`src/hdl/spectrum_trace_pixel_renderer_macros.svh`:
```
// Assertion macros for the spectrum trace renderer.
// Both expect signals named clock and reset in the scope where they are used.
`ifndef SPECTRUM_TRACE_PIXEL_RENDERER_MACROS_SVH
`define SPECTRUM_TRACE_PIXEL_RENDERER_MACROS_SVH

// The consequent must hold in the same cycle as the antecedent.
`define STPR_ASSERT_SAME(label, ante, cons) \
   label: assert property (@(posedge clock) disable iff (reset) (ante) |-> (cons)) \
      else $error("stpr: same-cycle check failed");

// The consequent must hold in the cycle after the antecedent.
`define STPR_ASSERT_NEXT(label, ante, cons) \
   label: assert property (@(posedge clock) disable iff (reset) (ante) |=> (cons)) \
      else $error("stpr: next-cycle check failed");

`endif

```
`src/hdl/stpr_pkg.sv`:
```
`timescale 1ns / 1ps
`default_nettype none

package stpr_pkg;

   localparam int COLUMNS  = 1024;
   localparam int MAX_ROWS = 1024;
   localparam int MIN_ROWS = 2;

   localparam int COL_FIELD_W    = 10;
   localparam int ROW_FIELD_W    = 10;
   localparam int LEVEL_W        = 16;
   localparam int HEIGHT_FIELD_W = 11;
   localparam int COLOR_W        = 24;
   localparam int CHAN_W         = 8;
   localparam int NUM_CHAN       = 3;

   localparam int REQ_TDATA_W = 40;
   localparam int RSP_TDATA_W = 24;
   localparam int CSR_AW      = 3;

   localparam int COL_AW = $clog2(COLUMNS);
   localparam int ROW_W  = $clog2(MAX_ROWS);
   localparam int H_W    = $clog2(MAX_ROWS + 1);
   // Wide enough to compare any field or row against any bound.
   localparam int CMP_W  = 13;

   // Gradient numerator is below 256 * height; the reciprocal is scaled to the same width.
   localparam int N_W          = CHAN_W + ROW_W;
   localparam int RECIP_W      = N_W;
   localparam int RECIP_STEPS  = N_W + 1;
   localparam int RECIP_CNT_W  = $clog2(RECIP_STEPS);

   localparam int H_RESET     = 500;
   localparam int RECIP_RESET = (1 << N_W) / H_RESET;

   localparam logic [CHAN_W-1:0] WHITE_LEVEL = 8'd255;
   localparam logic [CHAN_W-1:0] GREY_LEVEL  = 8'd180;

   typedef enum logic {
      CMD_LOAD  = 1'b0,
      CMD_PIXEL = 1'b1
   } command_type;

   typedef enum logic [CSR_AW-1:0] {
      REG_HEIGHT      = 3'd0,
      REG_BACK_TOP    = 3'd1,
      REG_BACK_BOTTOM = 3'd2,
      REG_FORE_TOP    = 3'd3,
      REG_FORE_BOTTOM = 3'd4
   } csr_index_type;

   typedef enum logic [2:0] {
      KIND_ZERO,
      KIND_WHITE,
      KIND_GREY,
      KIND_BACK,
      KIND_FORE
   } kind_type;

   typedef struct packed {
      logic [ROW_FIELD_W-1:0] y;
      logic                   first_col;
      logic                   in_range;
   } pix_meta_type;

   typedef struct packed {
      logic               busy;
      logic [RECIP_W-1:0] value;
   } recip_type;

endpackage

`default_nettype wire

```
`src/hdl/stpr_shade.sv`:
```
`timescale 1ns / 1ps
`default_nettype none

// Classifies a pixel against the stored rows, then forms the gradient in three stages:
// numerator, quotient estimate by reciprocal, remainder correction.
module stpr_shade import stpr_pkg::*; (
   input  logic                   clock,
   input  logic                   reset,
   input  logic                   v1,
   input  pix_meta_type           meta1,
   input  logic [ROW_W-1:0]       cur_row,
   input  logic [ROW_W-1:0]       prev_row,
   input  logic [H_W-1:0]         height,
   input  logic [RECIP_W-1:0]     recip,
   input  logic [COLOR_W-1:0]     back_top,
   input  logic [COLOR_W-1:0]     back_bottom,
   input  logic [COLOR_W-1:0]     fore_top,
   input  logic [COLOR_W-1:0]     fore_bottom,
   output logic                   take,
   output logic                   rsp_tvalid,
   input  logic                   rsp_tready,
   output logic [RSP_TDATA_W-1:0] rsp_tdata   // red [7:0], green [15:8], blue [23:16]
);

   logic en2, en3, en4, en_out;
   logic v2_ff, v2_in, v3_ff, v3_in, v4_ff, v4_in, vout_ff, vout_in;

   kind_type           kind2_ff, kind2_in, kind3_ff, kind4_ff;
   logic [H_W-1:0]     y2_ff;
   logic [COLOR_W-1:0] top2_ff, top2_in, bot2_ff, bot2_in;
   logic [N_W-1:0]     n3_ff [NUM_CHAN];
   logic [N_W-1:0]     n3_in [NUM_CHAN];
   logic [N_W-1:0]     n4_ff [NUM_CHAN];
   logic [CHAN_W-1:0]  q4_ff [NUM_CHAN];
   logic [CHAN_W-1:0]  q4_in [NUM_CHAN];
   logic [CHAN_W-1:0]  out_ff [NUM_CHAN];
   logic [CHAN_W-1:0]  out_in [NUM_CHAN];

   logic [CMP_W-1:0] y_c, r_c, p_c;
   logic             grey;

   // Bubbles collapse: a stage moves on whenever the one after it is empty or moving.
   assign en_out = !vout_ff || rsp_tready;
   assign en4    = !v4_ff || en_out;
   assign en3    = !v3_ff || en4;
   assign en2    = !v2_ff || en3;
   assign take   = en2;

   assign v2_in   = en2    ? v1      : v2_ff;
   assign v3_in   = en3    ? v2_ff   : v3_ff;
   assign v4_in   = en4    ? v3_ff   : v4_ff;
   assign vout_in = en_out ? v4_ff   : vout_ff;

   always_comb begin
      y_c  = CMP_W'(meta1.y);
      r_c  = CMP_W'(cur_row);
      p_c  = CMP_W'(prev_row);
      grey = 1'b0;
      if (!meta1.first_col) begin
         if (p_c > r_c) begin
            grey = (y_c > r_c) && (y_c <= p_c);
         end else if (p_c < r_c) begin
            grey = (y_c >= p_c) && (y_c < r_c);
         end
      end

      if (!meta1.in_range) begin
         kind2_in = KIND_ZERO;
      end else if (y_c == r_c) begin
         kind2_in = KIND_WHITE;
      end else if (grey) begin
         kind2_in = KIND_GREY;
      end else if (y_c < r_c) begin
         kind2_in = KIND_BACK;
      end else begin
         kind2_in = KIND_FORE;
      end

      if (y_c < r_c) begin
         top2_in = back_top;
         bot2_in = back_bottom;
      end else begin
         top2_in = fore_top;
         bot2_in = fore_bottom;
      end
   end

   // Numerator top * (height - y) + bottom * y per channel, red in the top byte.
   always_comb begin
      logic [CHAN_W+H_W-1:0] pt;
      logic [CHAN_W+H_W-1:0] pb;
      logic [CHAN_W+H_W:0]   sum;
      for (int c = 0; c < NUM_CHAN; c++) begin
         pt = (CHAN_W+H_W)'(top2_ff[CHAN_W*(NUM_CHAN-1-c) +: CHAN_W])
            * (CHAN_W+H_W)'(height - y2_ff);
         pb = (CHAN_W+H_W)'(bot2_ff[CHAN_W*(NUM_CHAN-1-c) +: CHAN_W])
            * (CHAN_W+H_W)'(y2_ff);
         sum = (CHAN_W+H_W+1)'(pt) + (CHAN_W+H_W+1)'(pb);
         n3_in[c] = sum[N_W-1:0];
      end
   end

   // The estimate from the floored reciprocal is the quotient or one below it.
   always_comb begin
      logic [2*N_W-1:0] prod;
      for (int c = 0; c < NUM_CHAN; c++) begin
         prod = (2*N_W)'(n3_ff[c]) * (2*N_W)'(recip);
         q4_in[c] = prod[N_W +: CHAN_W];
      end
   end

   always_comb begin
      logic [CHAN_W+H_W-1:0] qh;
      logic [N_W-1:0]        rem;
      logic [CHAN_W-1:0]     blend;
      for (int c = 0; c < NUM_CHAN; c++) begin
         qh    = (CHAN_W+H_W)'(q4_ff[c]) * (CHAN_W+H_W)'(height);
         rem   = n4_ff[c] - qh[N_W-1:0];
         blend = q4_ff[c] + CHAN_W'(rem >= N_W'(height));
         case (kind4_ff)
            KIND_ZERO:  out_in[c] = '0;
            KIND_WHITE: out_in[c] = WHITE_LEVEL;
            KIND_GREY:  out_in[c] = GREY_LEVEL;
            default:    out_in[c] = blend;
         endcase
      end
   end

   always_ff @(posedge clock) begin
      if (reset) begin
         v2_ff   <= 1'b0;
         v3_ff   <= 1'b0;
         v4_ff   <= 1'b0;
         vout_ff <= 1'b0;
      end else begin
         v2_ff   <= v2_in;
         v3_ff   <= v3_in;
         v4_ff   <= v4_in;
         vout_ff <= vout_in;
      end
   end

   always_ff @(posedge clock) begin
      if (en2) begin
         kind2_ff <= kind2_in;
         y2_ff    <= H_W'(meta1.y);
         top2_ff  <= top2_in;
         bot2_ff  <= bot2_in;
      end
      if (en3) begin
         kind3_ff <= kind2_ff;
         n3_ff    <= n3_in;
      end
      if (en4) begin
         kind4_ff <= kind3_ff;
         n4_ff    <= n3_ff;
         q4_ff    <= q4_in;
      end
      if (en_out) begin
         out_ff <= out_in;
      end
   end

   assign rsp_tvalid = vout_ff;
   assign rsp_tdata  = {out_ff[2], out_ff[1], out_ff[0]};

endmodule

`default_nettype wire
```
`config.mk`:
```
export PLATFORM = sky130hd
export DESIGN_NAME = stpr_shade
export DESIGN_NICKNAME = d
export VERILOG_FILES = /design/src/hdl/spectrum_trace_pixel_renderer_macros.svh /design/src/hdl/stpr_pkg.sv /design/src/hdl/stpr_shade.sv
export SDC_FILE = /design/constraint.sdc
export NUM_CORES = 2
export LEC_CHECK = 0
export BUFFER_PORTS_ARGS = -buffer_cell sky130_fd_sc_hd__buf_2
export CAP_MARGIN = 20
export CORE_UTILIZATION = 50
export CTS_CLUSTER_DIAMETER = 200
export DETAILED_ROUTE_END_ITERATION = 10
export MAX_ROUTING_LAYER = met4
export PLACE_DENSITY_LB_ADDON = 0.1
export SLEW_MARGIN = 15
export SYNTH_ARGS = -nofsm -noshare
export SYNTH_HDL_FRONTEND = slang
export SYNTH_SLANG_ARGS = --single-unit
```
`constraint.sdc`:
```
create_clock -name clock -period 12.2 [get_ports clock]
set_clock_uncertainty 0.05 [all_clocks]
set_input_delay 2.44 -clock clock [delete_from_list [all_inputs] [get_ports clock]]
set_output_delay 2.44 -clock clock [all_outputs]
set_load 0.02 [all_outputs]
```
; ---- Word-level counts from Yosys, hierarchy flattened
; Index checks and enable logic that the tools add are counted.
; Widths: inputs -> output; s select.
[word_totals]
ff_bits = 227
in_bits = 161
out_inout_bits = 26
wordCells = 83
[op_classes]
add_sub_neg = 10
n_mul = 12
order_cmp = 9
eq_ne = 3
muxes = 11
n_bitwise = 1
reduce_logical = 13
[ops]
columns = cell, n
row1 = $mul 18x18->26, 3
row2 = $pmux 8 s3, 3
row3 = $add 18x18->18, 3
row4 = $ge 18x11->1, 3
row5 = $mul 8x10->18, 3
row6 = $mul 8x11->18, 3
row7 = $sub 18x18->18, 3
row8 = $mux 24, 2
row9 = $mul 8x19->18, 2
row10 = $add 8x1->8, 3
row11 = $gt 10x10->1, 2
row12 = $lt 10x10->1, 2
row13 = $mul 9x12->18, 1
row14 = $sub 11x10->12, 1
row15 = $eq 10x10->1, 1
row16 = $ge 10x10->1, 1
row17 = $le 10x10->1, 1
row18 = $logic_not 1->1, 4
row19 = $logic_or 1x1->1, 4
row20 = $mux 1, 4
row21 = $eq 3x1->1 const B, 1
row22 = $eq 3x2->1 const B, 1
row23 = $logic_not 3->1, 1
row24 = $mux 3, 1
row25 = other kinds (5), 6

; ---- Longest topological paths before layout
[logic_depth]
ltp_word = 7
ltp_mapped = 31
mapped_depth_nobuf = 29

; ---- Least setup slack after synthesis
; OpenSTA, ideal clock, no wires.
[synth_timing]
path_type = input -> register
startpoint = input height[0]
endpoint = register n3_ff[53] (netlist name), data pin
setup_ns = 0.260
arrival_ns = 9.357
required_time_ns = 11.890
slack_ns = 2.533
cell_stages = 28
path_buffers = 2
path_cell_list = clkbuf_1 inv_1 ha_1 inv_1 fa_1 a21o_1 a221oi_1 nand2b_1 xor2_1 clkbuf_1 nand2_1 fa_1 inv_1 fa_1 fa_1 fa_1 inv_1 fa_1 fa_1 inv_1 ha_1 a2111oi_0 o21ai_0 o31ai_1 o21ai_0 a31oi_1 xor2_1 xnor2_1
[synth_lines]
columns = element, line_no
row1 = from (decl), stpr_shade.sv:13  ; input logic [H_W-1:0] height,
row2 = to (signal assigned), stpr_shade.sv:152  ; n3_ff <= n3_in;
row3 = to (decl), stpr_shade.sv:31  ; logic [N_W-1:0] n3_ff [NUM_CHAN];

==> flow_metrics.tcl <==
set metrics [dict create \
    cts_tree "done" \
    finalMaxSlewViolations 0 \
    area_delta_synth_final_pct 6.13 \
    drtIter0Drc 2404 \
    critical-path-top-delay-family "adder cells" \
    path_clk_slew_ps 60 \
    timing.slew.headroom 0.315 \
    ys_ff_latch 227 \
    num_rows 127 \
    drt_wl_total_mm 162 \
    cts_hold_buf 0 \
    instances_no_fill 8291 \
    holdWs_ps 370 \
    tns_ps 0 \
    cts.sinks 227 \
    grt_pass1_vias 46900 \
    path_depth 28 \
    synth_edf_count 223 \
    cp_slowest_stage_delay_ps 600 \
    drtAntennaViolNets 0 \
    synth.cell_area_sq_um 60800 \
    ff_latch_area_sq_um 6780 \
    worst_r2r_startpoint "y2_ff[0]" \
    h-tree-depth 1 \
    die_area_sq_um 123000 \
    synth_area_per_cell_sq_um 9.17 \
    initial_utilization 0.505 \
    rsz0062_at_grt "false" \
    min_path_type "flip-flop to flip-flop" \
    hold_viol 0 \
    dp_slack_ps 1660 \
    io_buffers 186 \
    multi_input_area_sq_um 47100 \
    grt_pass1_wl_mm 260 \
    place.gp.congestion 0.894 \
    dieWidth_um 351 \
    setup.worst_path.class "input port to flip-flop" \
    fill_cells 11200 \
    ys_types 66 \
    tightest_slew_ps 1030 \
    crit_path_start_kind "input port" \
    crit_required_ps 12560 \
    grt_max_degree 81 \
    fin_crit_ps 9840 \
    overflow 0 \
    syn_inst 6627 \
    cp_slowest_cell "a2111oi_0" \
    via_per_inst 5.22 \
    path_max_fanout 10 \
    cp.arrival_ps 10200 \
    status "finished, final reports clean" \
    min_from "kind3_ff[2]" \
    final_common_cell "inv_1" \
    hpwl_mm 126 \
    clockBufferDepth 3 \
    drive_gt1_frac 0.0564 \
    max-cap-violations 0 \
    holdPathEnd "kind4_ff[2]" \
    fp.dieH_um 351 \
    worst_slack_ps 2360 \
    r2r_cells 27 \
    rrSetupSlack_ps 3770 \
    cts_buffers 30 \
    route.detailed.drc 0 \
    nets 8653 \
    wl_per_cell_um 19.5 \
    dr.pass1.iters 5 \
    synth_flop_cell "edfxtp_1" \
    antenna_found_initial 7 \
    routed-via-count 43300 \
    cts_root_buffer "clkbuf_16" \
    path_buf_inv 7 \
    synth-seq-area-share 0.111 \
    end_kind "flip-flop" \
    setup_viol 0 \
    r2r_end "n3_ff[53]" \
    synth_warnings 0 \
    syn-num-nets 8632 \
    dp_cells 8226 \
    most-common-layout-cells "inv_1 (1,568), fa_1 (1,274), nand2_1 (1,164), and2_1 (638), ha_1 (570)" \
    fin_crit_sh 0.807 \
    ios 187 \
    cts.repair.resized 0 \
    async_flop_share 0 \
    insertion_delay_ps 660 \
    crit_top_cell "fa_1" \
    coreArea_sq_um 120000 \
    max_freq_ghz 0.102 \
    cts_setup_buffers 0 \
    grt_usage 0.285 \
    hold_path_depth 0 \
]
==> state kept, by name, summed over array words and instances (netlist names) <==
signal and flops:
bot2_ff 24, kind2_ff 3, kind3_ff 3, kind4_ff 3
n3_ff 54, n4_ff 54, q4_ff 24, rsp_tdata 24
rsp_tvalid 1, top2_ff 24, v2_ff 1, v3_ff 1
v4_ff 1, y2_ff 10
==> worst reg2reg max path, delay by kind of cell, from the launching register on <==
| kind | cells | cell delay [ps] |
|---|---|---|
| xor+xnor | 3 | 490 |
| compound gates | 7 | 2330 |
| simple gates | 2 | 260 |
| buf+inv | 6 | 780 |
| fa+ha+maj | 9 | 3960 |
| flops | 1 | 320 |
==> layout make-up <==
cell class	count	share of cell area
Antenna cell	7	0.000271
Clock buffer	36	0.0121
Clock inverter	20	0.00324
Inverter	1570	0.0913
Multi-Input combinational cell	4528	0.730
Sequential cell	227	0.105
Tap cell	1612	0.0313
Timing Repair Buffer	291	0.0272
==> cells by family (layout without fill, tap and decap cells) <==
logic type                 count (synthesis)  after routing  share of synthesized area
other                                      0              7                          0
and+or+nand+nor                         2074           2074                      0.161
xor gates and xnor gates                 241            241                     0.0347
AOI/OAI and AO/OA                        365            365                     0.0392
muxes                                      4              4                   0.000659
adders and majority gates               1844           1844                      0.537
buffers and inverters                   1872           1917                      0.116
DFF                                      227            227                      0.111
==> through the flow <==
stage | util | area, sq um
2_1_floorplan | - | 60800
5_1_grt | 0.536 | 64500
4_1_cts | 0.536 | 64500
6_report | 0.536 | 64500
3_5_place_dp | 0.528 | 63500
3_3_place_gp | 0.528 | 63500
==> synth_stat cells (10+ instances only) <==
cell type	number	area, sq um
clkbuf_1	299	1120
o21bai_1	10	75.1
nand2_1	1166	4380
a21oi_1	95	475
o21ai_0	76	380
o21a_1	25	188
nor2_1	77	289
xnor2_1	177	1550
inv_1	1569	5890
o211ai_1	11	82.6
o31ai_1	11	82.6
nand2b_1	21	131
or3_1	13	81.3
nand4_1	10	62.6
ha_1	570	7130
and2_1	638	3990
nor3_1	20	100
nor2b_1	32	200
a31oi_1	11	68.8
edfxtp_1	223	6700
a21o_1	43	323
a211oi_1	22	165
and3_1	24	150
nand3_1	42	210
xor2_1	64	561
fa_1	1274	25500
==> layer usage <==
metal / vias up / GRT usage / routed length [um]
met5: - / - / 0
met4: 0 / 0.0888 / 5610
met3: 247 / 0.0305 / 8390
met2: 1145 / 0.479 / 80400
met1: 22300 / 0.362 / 67500
li1: 19600 / - / -
==> how the worst max path moves through the flow <==
stage / startpoint / to
2_1_floorplan: height[0] / n3_ff[53]
3_3_place_gp: height[0] / n3_ff[53]
3_5_place_dp: height[0] / n3_ff[53]
4_1_cts: height[0] / n3_ff[53]
5_1_grt: height[0] / n3_ff[53]
6_report: height[0] / n3_ff[53]
Power is left out: the tool's default activity adds up to more than one toggle a clock period on the data nets, which glitch-free logic cannot reach.
