<file path="config.mk">
export PLATFORM = sky130hd
export DESIGN_NAME = stpr_ram
export DESIGN_NICKNAME = d
export VERILOG_FILES = /design/src/hdl/spectrum_trace_pixel_renderer_macros.svh /design/src/hdl/stpr_ram.sv
export SDC_FILE = /design/constraint.sdc
export NUM_CORES = 1
export LEC_CHECK = 0
export BUFFER_PORTS_ARGS = -buffer_cell sky130_fd_sc_hd__buf_4
export CAP_MARGIN = 20
export CORE_ASPECT_RATIO = 0.5
export CORE_UTILIZATION = 40
export CTS_CLUSTER_DIAMETER = 30
export DETAILED_ROUTE_END_ITERATION = 6
export PLACE_DENSITY = 0.53
export SKIP_LAST_GASP = 1
export SLEW_MARGIN = 5
export SYNTH_ARGS = -nofsm -noshare
export SYNTH_HDL_FRONTEND = slang
export SYNTH_SLANG_ARGS = --single-unit
</file>
<file path="constraint.sdc">
create_clock -name clock -period 2.5 [get_ports clock]
set_input_delay 0.125 -clock clock [delete_from_list [all_inputs] [get_ports clock]]
set_output_delay 0.125 -clock clock [all_outputs]
set_load 0.005 [all_outputs]
</file>
<file path="src/hdl/spectrum_trace_pixel_renderer_macros.svh">
// Assertion macros for the spectrum trace renderer.
// Both expect signals named clock and reset in the scope where they are used.
`ifndef SPECTRUM_TRACE_PIXEL_RENDERER_MACROS_SVH
`define SPECTRUM_TRACE_PIXEL_RENDERER_MACROS_SVH

// The consequent must hold in the same cycle as the antecedent.
`define STPR_ASSERT_SAME(label, ante, cons) \
   label: assert property (@(posedge clock) disable iff (reset) (ante) |-> (cons)) \
      else $error("stpr: same-cycle check failed");

// The consequent must hold in the cycle after the antecedent.
`define STPR_ASSERT_NEXT(label, ante, cons) \
   label: assert property (@(posedge clock) disable iff (reset) (ante) |=> (cons)) \
      else $error("stpr: next-cycle check failed");

`endif

</file>
<file path="src/hdl/stpr_ram.sv">
`timescale 1ns / 1ps
`default_nettype none

module stpr_ram #(
   parameter int WIDTH = 8,
   parameter int DEPTH = 16
) (
   input  logic                     clock,
   input  logic                     wr_en,
   input  logic [$clog2(DEPTH)-1:0] wr_addr,
   input  logic [WIDTH-1:0]         wr_data,
   input  logic                     rd_en,
   input  logic [$clog2(DEPTH)-1:0] rd_addr,
   output logic [WIDTH-1:0]         rd_data
);

   logic [WIDTH-1:0] mem_ff [DEPTH];
   logic [WIDTH-1:0] rd_data_ff;

   always_ff @(posedge clock) begin
      if (wr_en) begin
         mem_ff[wr_addr] <= wr_data;
      end
      if (rd_en) begin
         rd_data_ff <= mem_ff[rd_addr];
      end
   end

   assign rd_data = rd_data_ff;

endmodule

`default_nettype wire

</file>
# Word level (Yosys, flattened, before mapping)
# Memories as Yosys holds them, arrays and structs flattened. A register that Yosys moved wholly into a read port is not among the register bits.
# Index checks and enable logic that the tools add are counted.
[totals]
register_bits = 0
ramBits = 128
output_inout_bits = 8
wordCells = 3
n_memories = 1
[classes]
mux = 2
[mem_list]
columns = ["memory", "words", "width", "read_ports", "rd_clocked_by_memory_dff", "write_ports", "line_no", "rtl"]
rows = [
  ["mem_ff", 16, 8, 1, 1, 1, "stpr_ram.sv:17", "logic [WIDTH-1:0] mem_ff [DEPTH];"],
]
[op_table]
columns = ["op", "count"]
rows = [
  ["1-bit 2-to-1 mux", 2],
]

# Longest topological paths before layout
# Gate-level depths: netlist of the first run.
[logic_depth]
depth_word = 2
depth_mapped = 5
depth_no_buf = 3

# Worst setup path after synthesis of the first run
# OpenSTA, ideal clock, no wires.
[synth_path]
kind = "input port to flip-flop"
startpoint = "input wr_addr[2]"
endpoint = "memory mem_ff[0][0] (enable)"
setup_time_ps = 383
t_arrival_ps = 1235
required_time_ps = 2117
path_slack_ps = 882
path_stages = 2
cell_sequence = "or3b_2 nor3_1"
[synth_lines]
columns = ["element", "line_no", "rtl"]
rows = [
  ["start: declaration", "stpr_ram.sv:10", "input logic [$clog2(DEPTH)-1:0] wr_addr,"],
  ["end: declaration", "stpr_ram.sv:17", ""],
]
# Straight into the memory's write port.

==> flow_summary.toml, run 1 <==
[clocking]
cts_tree = "built"
clkLatencyLatePin_ns = 0.41
postCtsHoldBufs = 0
post_cts_buffers = 0
clockRootBuffer = "clkbuf_16"
cts_buffers = 17
cts_max_level = 4
cts.sinks = 136
cts_buffer_depth = 2
cts_resized = 0
clk_pin_slew_worst_paths_ns = 0.06

[synth]
yosysUniqueCellTypes = 18
ys_warn_count = 0
synth_top_area_share_pct = 78.1
seq_area_frac_synth_pct = 78.1
syn_nets = 248
syn_area_um2 = 5230
synth_cells = 229
syn_avg_cell_area_um2 = 22.8
synth_seq_cells = 136
synth.area.top_cells = "edfxtp_1, mux4_2, mux4_1"
yosysTopAreaCell = "edfxtp_1"

[cells_and_area]
drive_gt1_share_pct = 29.3
fin_util_pct = 48.8
area_growth_pct = 18.6
n_fill_cell = 1021
layout_common_cells = "edfxtp_1, buf_4, mux4_2"
final_common_cell = "edfxtp_1"
diodes = 0
final_nets = 300

[outcome]
status = "completed"

[power_and_ir_drop]
pwr-share-clk_pct = 44.0
ir_drop_uv = 308
power.density_nw_per_um2 = 814
p_total_mw = 5.05
net-switching-power_mw = 1.02
sw_frac_of_total_pct = 20.2
intPower_mw = 4.03
power_frac_seq_pct = 51.1
p_comb_share_pct = 4.9
p_leak_nw = 2.07

[timing]
tightest_slew_ns = 0.932
tns_ns = 0
final-hold-violation-count = 0
skew_ns = 0.00812
slew_violations = 0
period_share_pct = 67.0
timing.hold.ws_ns = 0.0237
max_freq_mhz = 597
final.min_clock_period_ns = 1.67
rsz0062_at_grt = "false"
setup_violations = 0
maxSlewHeadroom_pct = 37.7

[die]
start_util_pct = 41.2
dieWidth_um = 164
row_count = 29
dieArea_um2 = 13600
core_um2 = 12700
ios = 27
die_h_um = 82.8

[detailed_routing]
wl_met2_um = 4730
ant_nets = 0
dr_wl_met3_um = 1010
via_count = 2491
first_pass_iters = 4
drtIter0Drc = 235
avgViaCountPerCell = 5.37
met1Wirelength_um = 4860
routed_wl_um = 10700
routed.top_layer = "met4"
drc = 0
wl_per_cell_um = 23.0

[global_route]
overflow = 0
grt_first_pass_wirelength_um = 16100
grt_pass1_vias = 2522
gr-usage-all-layers_pct = 17.7
antenna_found_initial = 0
grt_start_max_net_pins = 33

[setup_path]
timing.rr.end = "rd_data[0]"
ff2ff_setup_slack_ns = 0.83
cp-start-kind = "flip-flop"
worstPathMaxFanout = 1
arrival_ns = 1.82
path_class = "flip-flop to flip-flop"
worstSetupEndpoint = "rd_data[0]"
critPathCaptureType = "flip-flop"
crit_start = "mem_ff[2][0]"
r2r_start = "mem_ff[2][0]"
reg2reg_depth = 3
crit_required_ns = 2.64

[run]
maxCapViolations = 0

[hold_path]
hp-class = "input port to flip-flop"
holdPathStages = 1

[place]
io_buffers = 26
gp_congestion = 0.708
dp_hpwl_um = 6530
sequential cells by signal, indices dropped and copies added (netlist names):
register,flops
mem_ff,128
rd_data,8
power by group through the flow:
stage	clock network, mW	registers, mW	logic, mW
CTS	2.26	2.58	0.252
global placement	0	2.63	0.247
global route	2.35	2.59	0.269
detailed placement	0	2.63	0.252
finish	2.22	2.58	0.247
floorplan	0	2.63	0.130
cell families (layout without fill, tap and decap cells):
kind of cell | after synthesis | in the layout | share of synthesized area (%)
compound gates | 16 | 16 | 2.30
buf+inv | 10 | 75 | 1.65
flops | 136 | 136 | 78.1
mux | 32 | 32 | 14.8
simple gates | 35 | 35 | 3.14
metrics by stage:
| step | instances | instance area (µm²) | worst slack, ns |
|---|---|---|---|
| 2_1_floorplan | 229 | 5230 | 0.882 |
| 3_3_place_gp | 432 | 5680 | 0.456 |
| 3_5_place_dp | 432 | 5680 | 0.449 |
| 4_1_cts | 464 | 6200 | 0.853 |
| 5_1_grt | 464 | 6200 | 0.787 |
| 6_report | 464 | 6200 | 0.826 |
final cells by class:
class | instances | area [µm²] | share of cell area, %
Clock buffer | 22 | 444 | 7.16
Clock inverter | 10 | 80.1 | 1.29
Timing Repair Buffer | 43 | 323 | 5.21
Sequential cell | 136 | 4080 | 65.9
Tap cell | 170 | 213 | 3.43
Multi-Input combinational cell | 83 | 1060 | 17.0
layer usage:
metal / vias up / global-route usage [%]
met5: - / 0
met3: 8 / 4.70
met2: 82 / 23.7
met1: 1314 / 27.0
met4: 0 / 7.58
li1: 1087 / -
critical path, stage by stage, from the launching register on:
cell and delay [ns]:
edfxtp_1 0.37, mux4_1 0.51, a22oi_1 0.41, nand2_1 0.11
cells in the mapped netlist:
cell / count
nor2b_1: 1
edfxtp_1: 136
nand3b_1: 2
buf_6: 3
nand2b_1: 2
and2b_1: 1
nand2_1: 9
buf_4: 1
mux4_2: 18
nor2_1: 13
and2_1: 1
mux4_1: 14
nand3_1: 1
clkdlybuf4s25_2: 3
buf_2: 3
or3b_2: 1
a22oi_1: 16
nor3_1: 4
worst min-delay path by stage:
| stage | start | to | slack [ns] |
|---|---|---|---|
| 2_1_floorplan | wr_data[0] | mem_ff[0][0] | 0.22 |
| 3_3_place_gp | wr_data[5] | mem_ff[9][5] | 0.43 |
| 3_5_place_dp | wr_data[5] | mem_ff[10][5] | 0.45 |
| 4_1_cts | wr_data[3] | mem_ff[9][3] | 0.01 |
| 5_1_grt | wr_data[3] | mem_ff[9][3] | 0.02 |
| 6_report | wr_data[3] | mem_ff[9][3] | 0.02 |
(Power assumes the default switching activity.)
==> inputs of run 2 (changes only) <==
==> constraint.sdc (replaced) <==
create_clock -name clock -period 1.6 [get_ports clock]
set_input_delay 0.08 -clock clock [delete_from_list [all_inputs] [get_ports clock]]
set_output_delay 0.08 -clock clock [all_outputs]
set_load 0.005 [all_outputs]
==> run 2 against run 1 <==
  * Sequential share of layout area is 3.4 points lower
  * Critical endpoint is now rd_data[7]
  * Non-clock buffer count is 22 higher
  * Power is 68% higher
  * Clock skew is 0.00096 ns higher
  * Sequential power is 57% higher
  * Highest routed layer unchanged
==> flow_summary.toml, run 2 (synthesized netlist as in run 1, its figures left out) <==
[setup_path]
worstPathBufferInverterCount = 1
crit_family = "multiplexers"
crit_slowest_cell = "mux4_2"
cp-start-kind = "flip-flop"
worstPathMaxFanout = 1
cp_slowest_stage_delay_ns = 0.49
arrival_ns = 1.71
crit_chain = "mux4_2 > a22oi_1 > buf_4 > nand2_1"
path_class = "flip-flop to flip-flop"
critPathCaptureType = "flip-flop"
crit_required_ns = 1.76

[outcome]
status = "completed"

[cells_and_area]
largest_reg_flops = 128
fin_area_um2 = 6540
final_common_cell = "edfxtp_1"
layout_common_cells = "edfxtp_1, buf_4, mux4_2"
regMostFlops = "mem_ff"
fin_cells = 487
register_area_um2 = 4080
area_growth_pct = 25.1
final_nets = 322
n_fill_cell = 1000
drive_gt1_share_pct = 34.5
multi_input_area_um2 = 1070

[timing]
rsz0062_at_grt = "false"
skew_ns = 0.00908
tns_ns = 0
period_share_pct = 96.5
final-hold-violation-count = 0
setup_violations = 0
final.min_clock_period_ns = 1.54
tightest_slew_ns = 0.458
slew_violations = 0
maxSlewHeadroom_pct = 69.5
max_freq_mhz = 648

[global_route]
overflow = 0
gr-usage-all-layers_pct = 17.5
antenna_found_initial = 0
grt_first_pass_wirelength_um = 16200
grt_start_max_net_pins = 19
grt_pass1_vias = 2621
grtUsageMet1_pct = 26.5
globalRouteMet3Util_pct = 5.34
met2_usage_pct = 23.8
top_usage_layer = "met1"

[detailed_routing]
drc = 0
wl_per_cell_um = 21.9
ant_nets = 0
via_count = 2529
first_pass_iters = 5
routed_wl_um = 10700
drtIter0Drc = 329
avgViaCountPerCell = 5.19

[die]
die_h_um = 82.8
dieWidth_um = 164
start_util_pct = 41.2
dieArea_um2 = 13600
core_um2 = 12700
row_count = 29
ios = 27

[clocking]
cts_buffer_depth = 2
clk_pin_slew_worst_paths_ns = 0.06
cts_buffers = 17
clockRootBuffer = "clkbuf_16"
cts_tree = "built"
cts_max_level = 4
clkLatencyLatePin_ns = 0.41
cts.sinks = 136

[power_and_ir_drop]
power.density_nw_per_um2 = 1290
p_leak_nw = 2.22
ir_drop_uv = 781
p_total_mw = 8.46

[place]
dp_hpwl_um = 6810
gp_congestion = 0.719
dp_cells = 445
io_buffers = 26
post_dp_cell_area_um2 = 5820

[hold_path]
hp-class = "input port to flip-flop"

[run]
maxCapViolations = 0
[run 2: cell types whose count changed in the layout (fill, tap and decap cells not counted), moves of 2 or more]
cell / previous run / this run
dlygate4sd3_1: 0 / 9
a22oi_2: 0 / 4
clkbuf_1: 5 / 1
mux4_2: 18 / 20
buf_4: 43 / 52
buf_12: 0 / 4
bufinv_16: 1 / 4
a22oi_1: 16 / 12
mux4_1: 14 / 12
[run 2: stage by stage]
step                setup WS, ns  hold slack, ns  util, %
finish                    0.0567           0.200     51.5
global route              0.0163           0.193     51.5
CTS                      0.00673           0.180     51.4
detailed placement       -0.0932           0.396     45.9
global placement          -0.134           0.373     45.9
floorplan                 0.0271           0.179        -
[run 2: path summary, 6_finish.rpt]
check                      from            to  slack (ns)  cells after the start
setup / recovery   mem_ff[3][7]    rd_data[7]        0.06                      4
hold / removal       wr_addr[0]  mem_ff[8][7]        0.20                      3
setup reg to reg   mem_ff[3][7]    rd_data[7]        0.06                      4
hold reg to reg   mem_ff[15][7]    rd_data[7]        0.75                      3
[run 2: area by class of cell]
class / count / area share [%]
antenna: 1 / 0.0383
clock buffer: 18 / 6.56
clock inverter: 14 / 2.77
multi-input combinational: 83 / 16.4
sequential: 136 / 62.4
tap: 170 / 3.25
timing repair buffer: 65 / 8.57
[run 2: power by group]
| part | total (mW) | leakage [nW] | internal (mW) | switching (mW) |
|---|---|---|---|---|
| clock | 3.97 | 0.288 | 2.58 | 1.39 |
| combinational | 0.453 | 0.697 | 0.223 | 0.230 |
| sequential | 4.04 | 1.24 | 4.02 | 0.0210 |
[run 2: timing repair]
item / in CTS / in global routing
setup endpoints to repair: 0 / 4
hold buffers: 9 / 0
gates resized for setup: 0 / 6
endpoints found under the hold margin: 136 / 0
setup buffers: 0 / 0
[run 2: worst min-delay path: cells and delay by family]
family | cells | cell delay (ns)
and+or+nand+nor | 1 | 0.05
buffers and inverters | 2 | 0.30
[run 2: layer usage]
layer  vias up  part of all wire (%)
li1       1132                     -
met3         9                   6.5
met5         -                     0
met2        68                    44
met1      1320                    49
met4         0                  0.98
==> inputs of run 3 (changes only) <==
--- a/config.mk
+++ b/config.mk
@@ -5,6 +5,7 @@
 export SDC_FILE = /design/constraint.sdc
 export NUM_CORES = 1
 export LEC_CHECK = 0
+export ABC_AREA = 1
 export BUFFER_PORTS_ARGS = -buffer_cell sky130_fd_sc_hd__buf_4
 export CAP_MARGIN = 20
 export CORE_ASPECT_RATIO = 0.5
@@ -17,3 +18,4 @@
 export SYNTH_ARGS = -nofsm -noshare
 export SYNTH_HDL_FRONTEND = slang
 export SYNTH_SLANG_ARGS = --single-unit
+export TNS_END_PERCENT = 1
==> run 3 against run 2 <==
  * Clock skew grew 0.00076 ns
  * Critical endpoint is now rd_data[1]
  * Power grew 2.0%
  * Register-to-register slack better by 0.36 ns
  * Fmax grew 31%
  * Largest power group is now clock
==> flow_summary.toml, run 3 <==
[cells_and_area]
drive_gt1_share_pct = 12.4
regMostFlops = "mem_ff"
diodes = 0
largest_reg_flops = 128
multi_input_area_um2 = 1210
final_common_cell = "nand2_1"
fin_area_um2 = 6920
final_nets = 613
register_area_um2 = 4080
layout_common_cells = "nand2_1, edfxtp_1, inv_1"
area_growth_pct = 18.3
n_fill_cell = 1253

[detailed_routing]
drc = 0
ant_nets = 0
avgViaCountPerCell = 4.72
wl_per_cell_um = 17.5
routed_wl_um = 14000
via_count = 3768
drtIter0Drc = 397
first_pass_iters = 4

[synth]
synth_top_area_share_pct = 69.8
yosysUniqueCellTypes = 11
synth_ff_type = "edfxtp_1"
synth_cells = 551
syn_nets = 570
synth_edf_count = 136
yosysTopAreaCell = "edfxtp_1"
seq_area_frac_synth_pct = 69.8
synth_most_common_cell = "nand2_1"
synthTopCellsByCount = "nand2_1, edfxtp_1, inv_1, nand3_1, nor2_1"
synth_seq_cells = 136
ys_warn_count = 0
async_flop_share_pct = 0
synth.area.top_cells = "edfxtp_1, nand2_1, nand3_1"
syn_area_um2 = 5850
syn_avg_cell_area_um2 = 10.6

[clocking]
cts_buffer_depth = 2
post_cts_buffers = 0
clk_pin_slew_worst_paths_ns = 0.06
clockRootBuffer = "clkbuf_16"
cts_tree = "built"
postCtsHoldBufs = 1
cts_resized = 0
cts_buffers = 17
cts.sinks = 136
cts_max_level = 4
clkLatencyLatePin_ns = 0.41

[global_route]
overflow = 0
grt_start_max_net_pins = 65
grt_pass1_vias = 3538
gr-usage-all-layers_pct = 19.7
antenna_found_initial = 0
grt_first_pass_wirelength_um = 21000

[outcome]
status = "completed"

[place]
io_buffers = 26
dp_hpwl_um = 8600
gp_congestion = 0.805
post_dp_cell_area_um2 = 6300

[timing]
max_freq_mhz = 846
rsz0062_at_grt = "false"
tns_ns = 0
slew_violations = 0
skew_ns = 0.00984
setup_violations = 0
tightest_slew_ns = 0.650
final-hold-violation-count = 0
final.min_clock_period_ns = 1.18
maxSlewHeadroom_pct = 56.6
period_share_pct = 73.9

[setup_path]
crit_required_ns = 1.77
path_class = "flip-flop to flip-flop"
cp-start-kind = "flip-flop"
critPathCaptureType = "flip-flop"
arrival_ns = 1.35
worstPathMaxFanout = 1

[die]
dieArea_um2 = 15100
start_util_pct = 42.1
ios = 27
row_count = 30
die_h_um = 87.5
core_um2 = 13900
dieWidth_um = 173

[run]
maxCapViolations = 0

[power_and_ir_drop]
p_comb_share_pct = 6.0
ir_drop_uv = 656
pwr-share-clk_pct = 47.1
power.density_nw_per_um2 = 1250
intPower_mw = 6.79
p_leak_nw = 2.97
sw_frac_of_total_pct = 21.3
net-switching-power_mw = 1.84
power_frac_seq_pct = 46.8

[hold_path]
hp-class = "input port to flip-flop"
run 3: logic make-up after synthesis:
family	count (synthesis)	share of synthesized area, %
buffers and inverters	126	9.39
DFF	136	69.8
and+or+nand+nor	289	20.8
run 3: path summary, 6_finish.rpt:
| check | startpoint | to | slack (ns) | cells after the start |
|---|---|---|---|---|
| setup / recovery | mem_ff[0][1] | rd_data[1] | 0.42 | 6 |
| hold / removal | wr_data[7] | mem_ff[12][7] | 0.003 | 1 |
| setup reg to reg | mem_ff[0][1] | rd_data[1] | 0.42 | 6 |
| hold reg to reg | mem_ff[10][7] | rd_data[7] | 0.75 | 6 |
run 3: power groups by stage:
stage               clock, mW  sequential, mW  combinational (mW)
floorplan                   0            4.11               0.281
global placement            0            4.12               0.520
detailed placement          0            4.12               0.521
CTS                      4.12            4.04               0.526
global route             4.25            4.05               0.574
finish                   4.07            4.04               0.519
run 3: cell type report:
type | instances | area share [%]
clock buffers | 20 | 6.31
clock inverters | 12 | 2.51
inverters | 102 | 5.53
multi-input cells | 289 | 17.5
flip-flops and latches | 136 | 59.0
well taps | 192 | 3.47
repair buffers | 48 | 5.61
run 3: worst max-delay path: stages, from the launching register on:
cell	delay, ns
edfxtp_1	0.36
inv_1	0.06
nand2_1	0.05
nand3_1	0.08
nand3_1	0.20
nand3_1	0.13
nand2_1	0.06
run 3: layer usage:
layer  track usage [%]  vias to the layer above  share of wire [%]
li1                  -                     1860                  -
met3              4.67                        4                4.1
met1              28.8                     1830                 52
met4              5.07                        0               0.49
met2              29.7                       74                 43
met5                 0                        -                  0
run 3: metrics by stage:
step / cells / utilization, % / power (mW) / hold WS [ns] / setup slack [ns]
4_1_cts: 799 / 49.8 / 8.68 / 0.00228 / 0.406
2_1_floorplan: 551 / - / 4.39 / 0.179 / 0.569
3_5_place_dp: 766 / 45.4 / 4.64 / 0.401 / 0.189
3_3_place_gp: 766 / 45.4 / 4.64 / 0.403 / 0.176
6_report: 799 / 49.8 / 8.63 / 0.00338 / 0.418
5_1_grt: 799 / 49.8 / 8.87 / 0.0126 / 0.302
