$ cat src/hdl/spectrum_trace_pixel_renderer_macros.svh
// Assertion macros for the spectrum trace renderer.
// Both expect signals named clock and reset in the scope where they are used.
`ifndef SPECTRUM_TRACE_PIXEL_RENDERER_MACROS_SVH
`define SPECTRUM_TRACE_PIXEL_RENDERER_MACROS_SVH

// The consequent must hold in the same cycle as the antecedent.
`define STPR_ASSERT_SAME(label, ante, cons) \
   label: assert property (@(posedge clock) disable iff (reset) (ante) |-> (cons)) \
      else $error("stpr: same-cycle check failed");

// The consequent must hold in the cycle after the antecedent.
`define STPR_ASSERT_NEXT(label, ante, cons) \
   label: assert property (@(posedge clock) disable iff (reset) (ante) |=> (cons)) \
      else $error("stpr: next-cycle check failed");

`endif

$ cat src/hdl/stpr_pkg.sv
`timescale 1ns / 1ps
`default_nettype none

package stpr_pkg;

   localparam int COLUMNS  = 1024;
   localparam int MAX_ROWS = 1024;
   localparam int MIN_ROWS = 2;

   localparam int COL_FIELD_W    = 10;
   localparam int ROW_FIELD_W    = 10;
   localparam int LEVEL_W        = 16;
   localparam int HEIGHT_FIELD_W = 11;
   localparam int COLOR_W        = 24;
   localparam int CHAN_W         = 8;
   localparam int NUM_CHAN       = 3;

   localparam int REQ_TDATA_W = 40;
   localparam int RSP_TDATA_W = 24;
   localparam int CSR_AW      = 3;

   localparam int COL_AW = $clog2(COLUMNS);
   localparam int ROW_W  = $clog2(MAX_ROWS);
   localparam int H_W    = $clog2(MAX_ROWS + 1);
   // Wide enough to compare any field or row against any bound.
   localparam int CMP_W  = 13;

   // Gradient numerator is below 256 * height; the reciprocal is scaled to the same width.
   localparam int N_W          = CHAN_W + ROW_W;
   localparam int RECIP_W      = N_W;
   localparam int RECIP_STEPS  = N_W + 1;
   localparam int RECIP_CNT_W  = $clog2(RECIP_STEPS);

   localparam int H_RESET     = 500;
   localparam int RECIP_RESET = (1 << N_W) / H_RESET;

   localparam logic [CHAN_W-1:0] WHITE_LEVEL = 8'd255;
   localparam logic [CHAN_W-1:0] GREY_LEVEL  = 8'd180;

   typedef enum logic {
      CMD_LOAD  = 1'b0,
      CMD_PIXEL = 1'b1
   } command_type;

   typedef enum logic [CSR_AW-1:0] {
      REG_HEIGHT      = 3'd0,
      REG_BACK_TOP    = 3'd1,
      REG_BACK_BOTTOM = 3'd2,
      REG_FORE_TOP    = 3'd3,
      REG_FORE_BOTTOM = 3'd4
   } csr_index_type;

   typedef enum logic [2:0] {
      KIND_ZERO,
      KIND_WHITE,
      KIND_GREY,
      KIND_BACK,
      KIND_FORE
   } kind_type;

   typedef struct packed {
      logic [ROW_FIELD_W-1:0] y;
      logic                   first_col;
      logic                   in_range;
   } pix_meta_type;

   typedef struct packed {
      logic               busy;
      logic [RECIP_W-1:0] value;
   } recip_type;

endpackage

`default_nettype wire

$ cat src/hdl/stpr_recip.sv
`timescale 1ns / 1ps
`default_nettype none

// Restoring division of 2^N_W by the plot height, one quotient bit per cycle.
module stpr_recip import stpr_pkg::*; (
   input  logic           clock,
   input  logic           reset,
   input  logic           start,
   input  logic [H_W-1:0] height,
   output recip_type      recip
);

   logic                   busy_ff, busy_in;
   logic [RECIP_CNT_W-1:0] cnt_ff, cnt_in;
   logic [H_W-1:0]         rem_ff, rem_in;
   logic [RECIP_W-1:0]     q_ff, q_in;
   logic [H_W:0]           rem_sh;
   logic [H_W:0]           rem_sub;
   logic                   ge;

   always_comb begin
      // The dividend is a single one followed by zeros.
      rem_sh  = {rem_ff, (cnt_ff == RECIP_CNT_W'(0))};
      ge      = rem_sh >= {1'b0, height};
      rem_sub = rem_sh - {1'b0, height};

      busy_in = busy_ff;
      cnt_in  = cnt_ff;
      rem_in  = rem_ff;
      q_in    = q_ff;
      if (start) begin
         busy_in = 1'b1;
         cnt_in  = '0;
         rem_in  = '0;
         q_in    = '0;
      end else if (busy_ff) begin
         rem_in = ge ? rem_sub[H_W-1:0] : rem_sh[H_W-1:0];
         q_in   = {q_ff[RECIP_W-2:0], ge};
         cnt_in = cnt_ff + RECIP_CNT_W'(1);
         if (cnt_ff == RECIP_CNT_W'(RECIP_STEPS - 1)) begin
            busy_in = 1'b0;
         end
      end
   end

   always_ff @(posedge clock) begin
      if (reset) begin
         busy_ff <= 1'b0;
         cnt_ff  <= '0;
         rem_ff  <= '0;
         q_ff    <= RECIP_W'(RECIP_RESET);
      end else begin
         busy_ff <= busy_in;
         cnt_ff  <= cnt_in;
         rem_ff  <= rem_in;
         q_ff    <= q_in;
      end
   end

   assign recip.busy  = busy_ff;
   assign recip.value = q_ff;

endmodule

`default_nettype wire

$ cat config.mk
export PLATFORM = sky130hd
export DESIGN_NAME = stpr_recip
export DESIGN_NICKNAME = d
export VERILOG_FILES = /design/src/hdl/spectrum_trace_pixel_renderer_macros.svh /design/src/hdl/stpr_pkg.sv /design/src/hdl/stpr_recip.sv
export SDC_FILE = /design/constraint.sdc
export NUM_CORES = 1
export LEC_CHECK = 0
export BUFFER_PORTS_ARGS = -buffer_cell sky130_fd_sc_hd__buf_2
export CAP_MARGIN = 20
export CELL_PAD_IN_SITES_DETAIL_PLACEMENT = 0
export CELL_PAD_IN_SITES_GLOBAL_PLACEMENT = 2
export CORE_MARGIN = 3
export CORE_UTILIZATION = 36
export CTS_CLUSTER_DIAMETER = 40
export DETAILED_ROUTE_END_ITERATION = 8
export PLACE_DENSITY_LB_ADDON = 0.05
export SYNTH_ARGS = -nofsm -noshare
export SYNTH_HDL_FRONTEND = slang
export SYNTH_SLANG_ARGS = --single-unit
$ cat constraint.sdc
create_clock -name clock -period 6.3 [get_ports clock]
set_input_delay 1.26 -clock clock [delete_from_list [all_inputs] [get_ports clock]]
set_output_delay 1.26 -clock clock [all_outputs]
set_load 0.005 [all_outputs]
# Word-level counts from Yosys, hierarchy flattened
# Cells that the tools add are included.
# op_classes
add_sub_neg,2
n_reduce_logical,3
n_mux,6
n_eq_ne,1
order_cmp,1
# op_table
operator,n
2-to-1 mux 10 bit,2
>= comparator 12 x 11 -> 1 bit,1
2-to-1 mux 11 bit,1
subtractor 11 bit,1
"adder 5 x 1 -> 5 bit, second input constant",1
"equality test 5 bit, second input constant",1
zero test 5 bit,1
2-to-1 mux 1 bit,3
nonzero test 2 bit,1
OR reduction 2 bit,1
# totals
wordCells,18
register_bits,35
output_inout_bits,19

# Logic depth before layout (Yosys ltp)
# Gate-level depths: netlist of the first run.
# depth
word_depth,4
mapped_depth,12

# Worst setup path before layout of the first run
# Ideal clock, no wire load.
# synth_timing
path_type,input -> register
from,input port height[0]
to,register rem_ff[10]
path_slack_ns,3.176
setup_time_ns,0.060
stages,8
t_arrival_ns,3.064
path_cell_list,ha_1 fa_1 nand2b_1 a21oi_1 a41o_1 a211oi_4 or4b_1 nand2_1
# synth_via
elab_chain_cells,2
word_cells_on_any_way,3
classes_between,add/sub (1); order compare (1); mux (1)
# synth_rtl
element,line_no,text
"start, declared",stpr_recip.sv:9,"input logic [H_W-1:0] height,"
subtractor 11 bit or >= comparator 12 x 11 -> 1 bit (tied branches),"stpr_recip.sv:25, stpr_recip.sv:24",
2-to-1 mux 11 bit (*),stpr_recip.sv:37,rem_in = ge ? rem_sub[H_W-1:0] : rem_sh[H_W-1:0];
"end signal, assigned",stpr_recip.sv:55,rem_ff <= rem_in;
"end, declared",stpr_recip.sv:15,"logic [H_W-1:0] rem_ff, rem_in;"
# Mark *: on every way between the ends. The rest lies on a longest branch, timed or not.
# A chain may end at the register's enable or synchronous reset.

# Worst setup path in the final report of the first run
# layout_timing
from,input port height[0]
to,register rem_ff[0]
# The elaborated chain is that of the path after synthesis.

==> results of run 1 <==
==> cell families (layout without fill, tap and decap cells) <==
logic type / after synthesis / count (layout) / share of synthesized area [%]
simple gates: 61 / 61 / 15.04
compound gates: 47 / 47 / 15.42
flops: 35 / 35 / 35.40
buf+inv: 28 / 58 / 6.194
mux: 26 / 26 / 13.21
fa+ha+maj: 15 / 15 / 9.861
xor+xnor: 11 / 11 / 4.867
==> power breakdown <==
part | switching (mW) | leakage [nW] | total (mW) | internal [mW]
clock network | 0.0793 | 0.0477 | 0.155 | 0.0756
logic | 0.0422 | 0.740 | 0.0739 | 0.0316
registers | 0.00425 | 0.285 | 0.231 | 0.227
==> worst paths after layout <==
check	from	endpoint	slack (ps)	cells past startpoint
setup / recovery	height[0]	rem_ff[0]	2980	9
hold / removal	q_ff[17]	q_ff[17]	490	2
setup reg to reg	cnt_ff[0]	rem_ff[0]	3250	11
hold reg to reg	q_ff[17]	q_ff[17]	490	2
==> tightest hold or removal path, stage by stage, from the launching register on <==
cell and delay [ps]:
sky130_fd_sc_hd__dfxtp_1 320, sky130_fd_sc_hd__mux2i_1 60, sky130_fd_sc_hd__nor2_1 70
==> cell usage in the layout (no fill, tap or decap), types with 2 or more instances in the layout <==
| cell | synthesis | routed |
|---|---|---|
| sky130_fd_sc_hd__a211oi_1 | 2 | 2 |
| sky130_fd_sc_hd__a21oi_1 | 16 | 16 |
| sky130_fd_sc_hd__a31oi_1 | 2 | 2 |
| sky130_fd_sc_hd__a41oi_1 | 2 | 2 |
| sky130_fd_sc_hd__and3_1 | 2 | 2 |
| sky130_fd_sc_hd__buf_2 | 2 | 32 |
| sky130_fd_sc_hd__clkbuf_8 | 0 | 5 |
| sky130_fd_sc_hd__clkinv_2 | 0 | 3 |
| sky130_fd_sc_hd__dfxtp_1 | 35 | 34 |
| sky130_fd_sc_hd__ha_1 | 14 | 14 |
| sky130_fd_sc_hd__inv_1 | 17 | 17 |
| sky130_fd_sc_hd__mux2i_1 | 25 | 25 |
| sky130_fd_sc_hd__nand2_1 | 6 | 6 |
| sky130_fd_sc_hd__nand3_1 | 5 | 5 |
| sky130_fd_sc_hd__nand3b_1 | 2 | 2 |
| sky130_fd_sc_hd__nand4_1 | 4 | 4 |
| sky130_fd_sc_hd__nor2_1 | 29 | 29 |
| sky130_fd_sc_hd__nor3_1 | 3 | 3 |
| sky130_fd_sc_hd__nor3b_1 | 2 | 2 |
| sky130_fd_sc_hd__o21ai_0 | 12 | 12 |
| sky130_fd_sc_hd__o21bai_1 | 3 | 3 |
| sky130_fd_sc_hd__o31ai_1 | 2 | 2 |
| sky130_fd_sc_hd__or4b_1 | 2 | 2 |
| sky130_fd_sc_hd__xnor2_1 | 6 | 6 |
| sky130_fd_sc_hd__xor2_1 | 5 | 5 |
==> state kept, by name (all words and copies together), names as in the netlist <==
register  cells
rem_ff       11
busy_ff       1
q_ff         18
cnt_ff        5
==> per-stage QoR <==
step	setup WS [ps]	util, %	hold WS, ps	std cells	instance area, um^2
finish	2978	43.44	494.5	323	2261
global route	2751	43.44	544.0	323	2261
CTS	2938	43.44	505.2	323	2261
detailed placement	2659	41.83	487.1	315	2177
global placement	2684	41.83	479.8	315	2177
floorplan	3176	-	463.8	223	1979
==> per-layer routing <==
| layer | GRT usage (%) | vias up | share of wire [%] |
|---|---|---|---|
| met4 | 4.561 | 0 | 1.1 |
| met5 | 0 | - | 0 |
| met1 | 19.78 | 714 | 49 |
| li1 | - | 842 | - |
| met3 | 3.475 | 5 | 3.0 |
| met2 | 22.93 | 23 | 47 |
==> area by class of cell <==
type	count	area [um^2]
clock inverters	3	15.01
flip-flops and latches	35	701.9
inverters	17	63.81
well taps	70	87.58
clock buffers	5	68.82
repair buffers	33	167.7
fillers	571	2944
multi-input cells	160	1156
==> results.txt, run 1 <==
----------------------------------------------------
[Setup path]
  Maximum fanout along the worst path ... 16
  Type of the worst setup path ... input pin to register
  Req. time, crit path ... 6520 ps
  Cell repeated most along the worst path ... sky130_fd_sc_hd__a21oi_1
  Maximum single-stage delay on the critical path ... 710 ps
  Critical path's slowest cell ... sky130_fd_sc_hd__a211oi_4
  Category of the worst setup path launch point ... input pin
  Data arrival time of the worst path ... 3540 ps
  Cell breakdown of the critical path ... buf_2, ha_1, fa_1, nand2b_1, a21oi_1, a41o_1, a211oi_4, mux2_2, a21oi_1
  Worst path top cell family by delay ... compound AO/OA/AOI/OAI gates
  CP Capture Type ... register
  Combined buffer and inverter count along the critical path ... 1

[Logic synthesis]
  Synthesized area per cell ... 8.876 um^2
  Number of enable-type register cells in the synthesized netlist ... 0
  Yosys warning total ... 0
  Cell type with the highest aggregate area in the netlist ... sky130_fd_sc_hd__dfxtp_1
  Sequential share of the synthesized area ... 35.40%
  Fraction of synthesized cell area taken by the top area cell type ... 35.40%
  Top flip-flop cell by instance count after synthesis ... sky130_fd_sc_hd__dfxtp_1
  Post-Synthesis Cell Area ... 1979 um^2
  Number of instances in the synthesized netlist ... 223
  Register bit total from synthesis ... 35
  Synth cell count leaders ... 35 x sky130_fd_sc_hd__dfxtp_1, 29 x sky130_fd_sc_hd__nor2_1, 25 x sky130_fd_sc_hd__mux2i_1
  Mapped Nets ... 252
  Cells taking the most area after synthesis ... sky130_fd_sc_hd__dfxtp_1 35%, sky130_fd_sc_hd__mux2i_1 13%, sky130_fd_sc_hd__ha_1 8.8%, sky130_fd_sc_hd__nor2_1 5.5%, sky130_fd_sc_hd__a21oi_1 4.0%
  Unique cell type count in the Yosys netlist ... 43
  Share of synthesized flip-flops with an asynchronous set or reset ... 0%
  Top-count cell post-synth ... sky130_fd_sc_hd__dfxtp_1

[Global routing]
  First-pass GRT wire length ... 7.348 mm
  Initial antenna violation count ... 0
  Residual overflow from global routing ... 0
  Overall Global Routing Usage ... 14.63%
  Maximum number of pins on one net before global-route repair ... 50
  Number of global-route vias before repair ... 1,527

[Finish]
  Share of layout cells above drive strength 1 ... 18.58%
  Final layout net count ... 281
  Diode insertion count for antenna repair ... 0
  Layout area overhead ... 14.22%

[CTS]
  Cell at the root of the clock tree ... sky130_fd_sc_hd__clkbuf_8
  Cts repair resizes ... 0
  Max clock buf depth ... 2
  CTS Buf Count ... 5
  Clock Latency Late Sink ... 280 ps
  CTS HTree Levels ... 2
  Number of clock sinks seen by CTS ... 35
  Clock-pin slew on the worst setup and hold paths ... 70 ps
  Clock tree from TritonCTS ... yes
  Buffers inserted by post-CTS timing repair ... 0
  Post-CTS Hold Fix Bufs ... 0

[STA]
  Headroom to the max-slew limit ... 46.48%
  Minimum period implied by the final worst setup slack ... 3322 ps
  Total count of hold-check failures in the final report ... 0
  Tightest Pin Transition ... 800.3 ps
  Final count of pins violating max slew ... 0
  F_max ... 0.3011 GHz
  Maximum clock skew at final layout ... 9.317 ps
  Ratio of final minimum period to clock period ... 52.72%
  Total negative slack ... 0 ps
  Total of endpoints with negative setup slack in the final report ... 0
  RSZ-0062 raised after global routing ... no

[Route]
  Pre-antenna DRT Iters ... 4
  Average vias per placed instance ... 4.904
  Drt initial violations ... 57
  DRC violations left ... 0
  Total wire length ... 4.220 mm
  Antenna viol nets, final ... 0
  Wirelength per Cell ... 13.07 um
  Vias after detailed routing ... 1,584

[Placed design]
  Final HPWL DP ... 3.056 mm
  Quantity of I/O buffers inserted on ports ... 32
  Global placer's final weighted congestion ... 0.7194

[Floorplanning]
  Placement Rows ... 26
  Initial standard-cell utilization of the core ... 38.03%
  Area of the core ... 5205 um^2
  Full die area ... 6424 um^2
  Die Ht ... 80.15 um
  Chip Width ... 80.15 um
  Ports placed on the boundary ... 33

[Flow run]
  Maximum capacitance violations ... 0

[Worst hold path]
  Worst hold path class ... register to register

[Power]
  Overall power consumption ... 0.4597 mW
  Power Density ... 203.3 nW/um^2
  Leak ... 1.073 nW
  Worst IR drop on VDD ... 0.1351 mV

[Run status]
  Run status ... complete, no violations

----------------------------------------------------
No activity file was read; power rests on OpenSTA's default activity.
==> run 2, diff against run 1 <==
--- a/config.mk
+++ b/config.mk
@@ -10,7 +10,7 @@
 export CELL_PAD_IN_SITES_DETAIL_PLACEMENT = 0
 export CELL_PAD_IN_SITES_GLOBAL_PLACEMENT = 2
 export CORE_MARGIN = 3
-export CORE_UTILIZATION = 36
+export CORE_UTILIZATION = 34
 export CTS_CLUSTER_DIAMETER = 40
 export DETAILED_ROUTE_END_ITERATION = 8
 export PLACE_DENSITY_LB_ADDON = 0.05
==> constraint.sdc (replaced) <==
create_clock -name clock -period 3.1 [get_ports clock]
set_input_delay 0.62 -clock clock [delete_from_list [all_inputs] [get_ports clock]]
set_output_delay 0.62 -clock clock [all_outputs]
set_load 0.005 [all_outputs]
==> results.txt, run 2 (same netlist as run 1, synthesis figures left out) <==
----------------------------------------------------
[CTS]
  Number of clock sinks seen by CTS ... 35
  Cell at the root of the clock tree ... sky130_fd_sc_hd__clkbuf_8
  Post-CTS Hold Fix Bufs ... 0
  Buffers inserted by post-CTS timing repair ... 0
  CTS HTree Levels ... 2
  Clock Latency Late Sink ... 280 ps
  Clock-pin slew on the worst setup and hold paths ... 70 ps
  Max clock buf depth ... 2
  Clock tree from TritonCTS ... yes
  CTS Buf Count ... 5
  Cts repair resizes ... 0

[Setup path]
  CP Capture Type ... register
  Critical path's slowest cell ... sky130_fd_sc_hd__a211oi_4
  Type of the worst setup path ... register to register
  Worst path top cell family by delay ... compound AO/OA/AOI/OAI gates
  Combined buffer and inverter count along the critical path ... 1
  Req. time, crit path ... 3320 ps
  Maximum fanout along the worst path ... 10
  Maximum single-stage delay on the critical path ... 600 ps
  Data arrival time of the worst path ... 3050 ps
  Cell breakdown of the critical path ... inv_1, ha_1, nand3b_1, ha_1, fa_1, nand2b_1, a21oi_1, a41o_1, a211oi_4, mux2_2, a21oi_1
  Category of the worst setup path launch point ... register

[STA]
  Maximum clock skew at final layout ... 3.368 ps
  Final count of pins violating max slew ... 0
  Headroom to the max-slew limit ... 55.61%
  Minimum period implied by the final worst setup slack ... 2826 ps
  Tightest Pin Transition ... 663.7 ps
  Total negative slack ... 0 ps
  Ratio of final minimum period to clock period ... 91.16%
  Total of endpoints with negative setup slack in the final report ... 0
  RSZ-0062 raised after global routing ... no
  F_max ... 0.3539 GHz
  Total count of hold-check failures in the final report ... 0
  Worst slack on hold paths ... 497.9 ps

[Power]
  Overall power consumption ... 1.048 mW
  Power Density ... 447.5 nW/um^2
  Worst IR drop on VDD ... 0.2073 mV
  Leak ... 1.115 nW

[Finish]
  Final layout net count ... 287
  Layout area overhead ... 18.33%
  Most used cells in the layout excluding fill and tap cells ... 34 x sky130_fd_sc_hd__dfxtp_1, 32 x sky130_fd_sc_hd__buf_2, 29 x sky130_fd_sc_hd__nor2_1, 25 x sky130_fd_sc_hd__mux2i_1, 17 x sky130_fd_sc_hd__inv_1
  # fillers ... 601
  Share of layout cells above drive strength 1 ... 20.46%
  Largest register FFs ... 18
  Largest reg by FF count ... q_ff
  Utilization after layout ... 42.02%
  Diode insertion count for antenna repair ... 0
  Commonest non-fill, non-tap cell in the layout ... sky130_fd_sc_hd__dfxtp_1
  Regs by FF count ... q_ff: 18 flops, rem_ff: 11 flops, cnt_ff: 5 flops

[Route]
  Pre-antenna DRT Iters ... 4
  Average vias per placed instance ... 4.918
  Drt initial violations ... 27
  Total wire length ... 4.248 mm
  Antenna viol nets, final ... 0
  DRC violations left ... 0
  Vias after detailed routing ... 1,628
  Wirelength per Cell ... 12.83 um

[Floorplanning]
  Initial standard-cell utilization of the core ... 35.51%
  Chip Width ... 82.30 um
  Placement Rows ... 27
  Full die area ... 6773 um^2
  Die Ht ... 82.30 um
  Area of the core ... 5574 um^2
  Ports placed on the boundary ... 33

[Placed design]
  Quantity of I/O buffers inserted on ports ... 32
  Final HPWL DP ... 3.207 mm
  Global placer's final weighted congestion ... 0.7104

[Run status]
  Run status ... complete, no violations

[Global routing]
  Initial antenna violation count ... 0
  Residual overflow from global routing ... 0
  Maximum number of pins on one net before global-route repair ... 24
  Overall Global Routing Usage ... 14.10%
  First-pass GRT wire length ... 7.293 mm
  Number of global-route vias before repair ... 1,573

[Flow run]
  Maximum capacitance violations ... 0

[Worst hold path]
  Worst hold path class ... register to register

----------------------------------------------------
-- run 2: changes by cell type in the layout (fill, tap and decap cells not counted) --
cell / previous run / this run
sky130_fd_sc_hd__clkinv_2: 3 / 1
sky130_fd_sc_hd__clkbuf_8: 5 / 6
sky130_fd_sc_hd__buf_4: 1 / 7
sky130_fd_sc_hd__bufinv_16: 0 / 1
-- run 2: path summary, 6_finish.rpt --
check / from / endpoint / slack (ps) / cells after the start
worst max-delay path: cnt_ff[0] / rem_ff[0] / 270 / 11
worst min-delay path: q_ff[17] / q_ff[17] / 500 / 2
worst max register to register: cnt_ff[0] / rem_ff[0] / 270 / 11
worst min register to register: q_ff[17] / q_ff[17] / 500 / 2
-- run 2: worst register-to-register path, stage by stage, from the launching register on --
cell	delay [ps]
sky130_fd_sc_hd__dfxtp_1	390
sky130_fd_sc_hd__inv_1	80
sky130_fd_sc_hd__ha_1	190
sky130_fd_sc_hd__nand3b_1	110
sky130_fd_sc_hd__ha_1	190
sky130_fd_sc_hd__fa_1	220
sky130_fd_sc_hd__nand2b_1	130
sky130_fd_sc_hd__a21oi_1	80
sky130_fd_sc_hd__a41o_1	240
sky130_fd_sc_hd__a211oi_4	600
sky130_fd_sc_hd__mux2_2	400
sky130_fd_sc_hd__a21oi_1	130
-- run 2: layer usage --
layer  part of all wire, %  track usage [%]  vias to the layer above
met5                     0                0                        -
met4                   2.0            6.478                        0
met3                   3.8            3.796                        8
met1                    48            18.19                      739
met2                    46            21.79                       28
li1                      -                -                      853
-- run 2: per-stage QoR --
| step | instances | cell area, um^2 | setup slack [ps] |
|---|---|---|---|
| 6_report | 331 | 2342 | 274.0 |
| 5_1_grt | 331 | 2342 | 36.18 |
| 4_1_cts | 331 | 2342 | 222.7 |
| 3_5_place_dp | 323 | 2225 | 248.9 |
| 3_3_place_gp | 323 | 2225 | 264.0 |
| 2_1_floorplan | 223 | 1979 | 616.1 |
-- run 2: report_power, final --
part | internal (mW) | switching (mW) | total [mW]
clock | 0.260 | 0.164 | 0.424
combinational | 0.0700 | 0.0787 | 0.149
sequential | 0.461 | 0.0149 | 0.476
-- run 2: area by class of cell --
class	count	area, um^2	area share, %
Multi-Input combinational cell	160	1156	49.36
Sequential cell	35	701.9	29.97
Timing Repair Buffer	39	212.7	9.081
Tap cell	72	90.09	3.846
Clock buffer	6	82.58	3.526
Inverter	17	63.81	2.724
Clock inverter	2	35.03	1.496
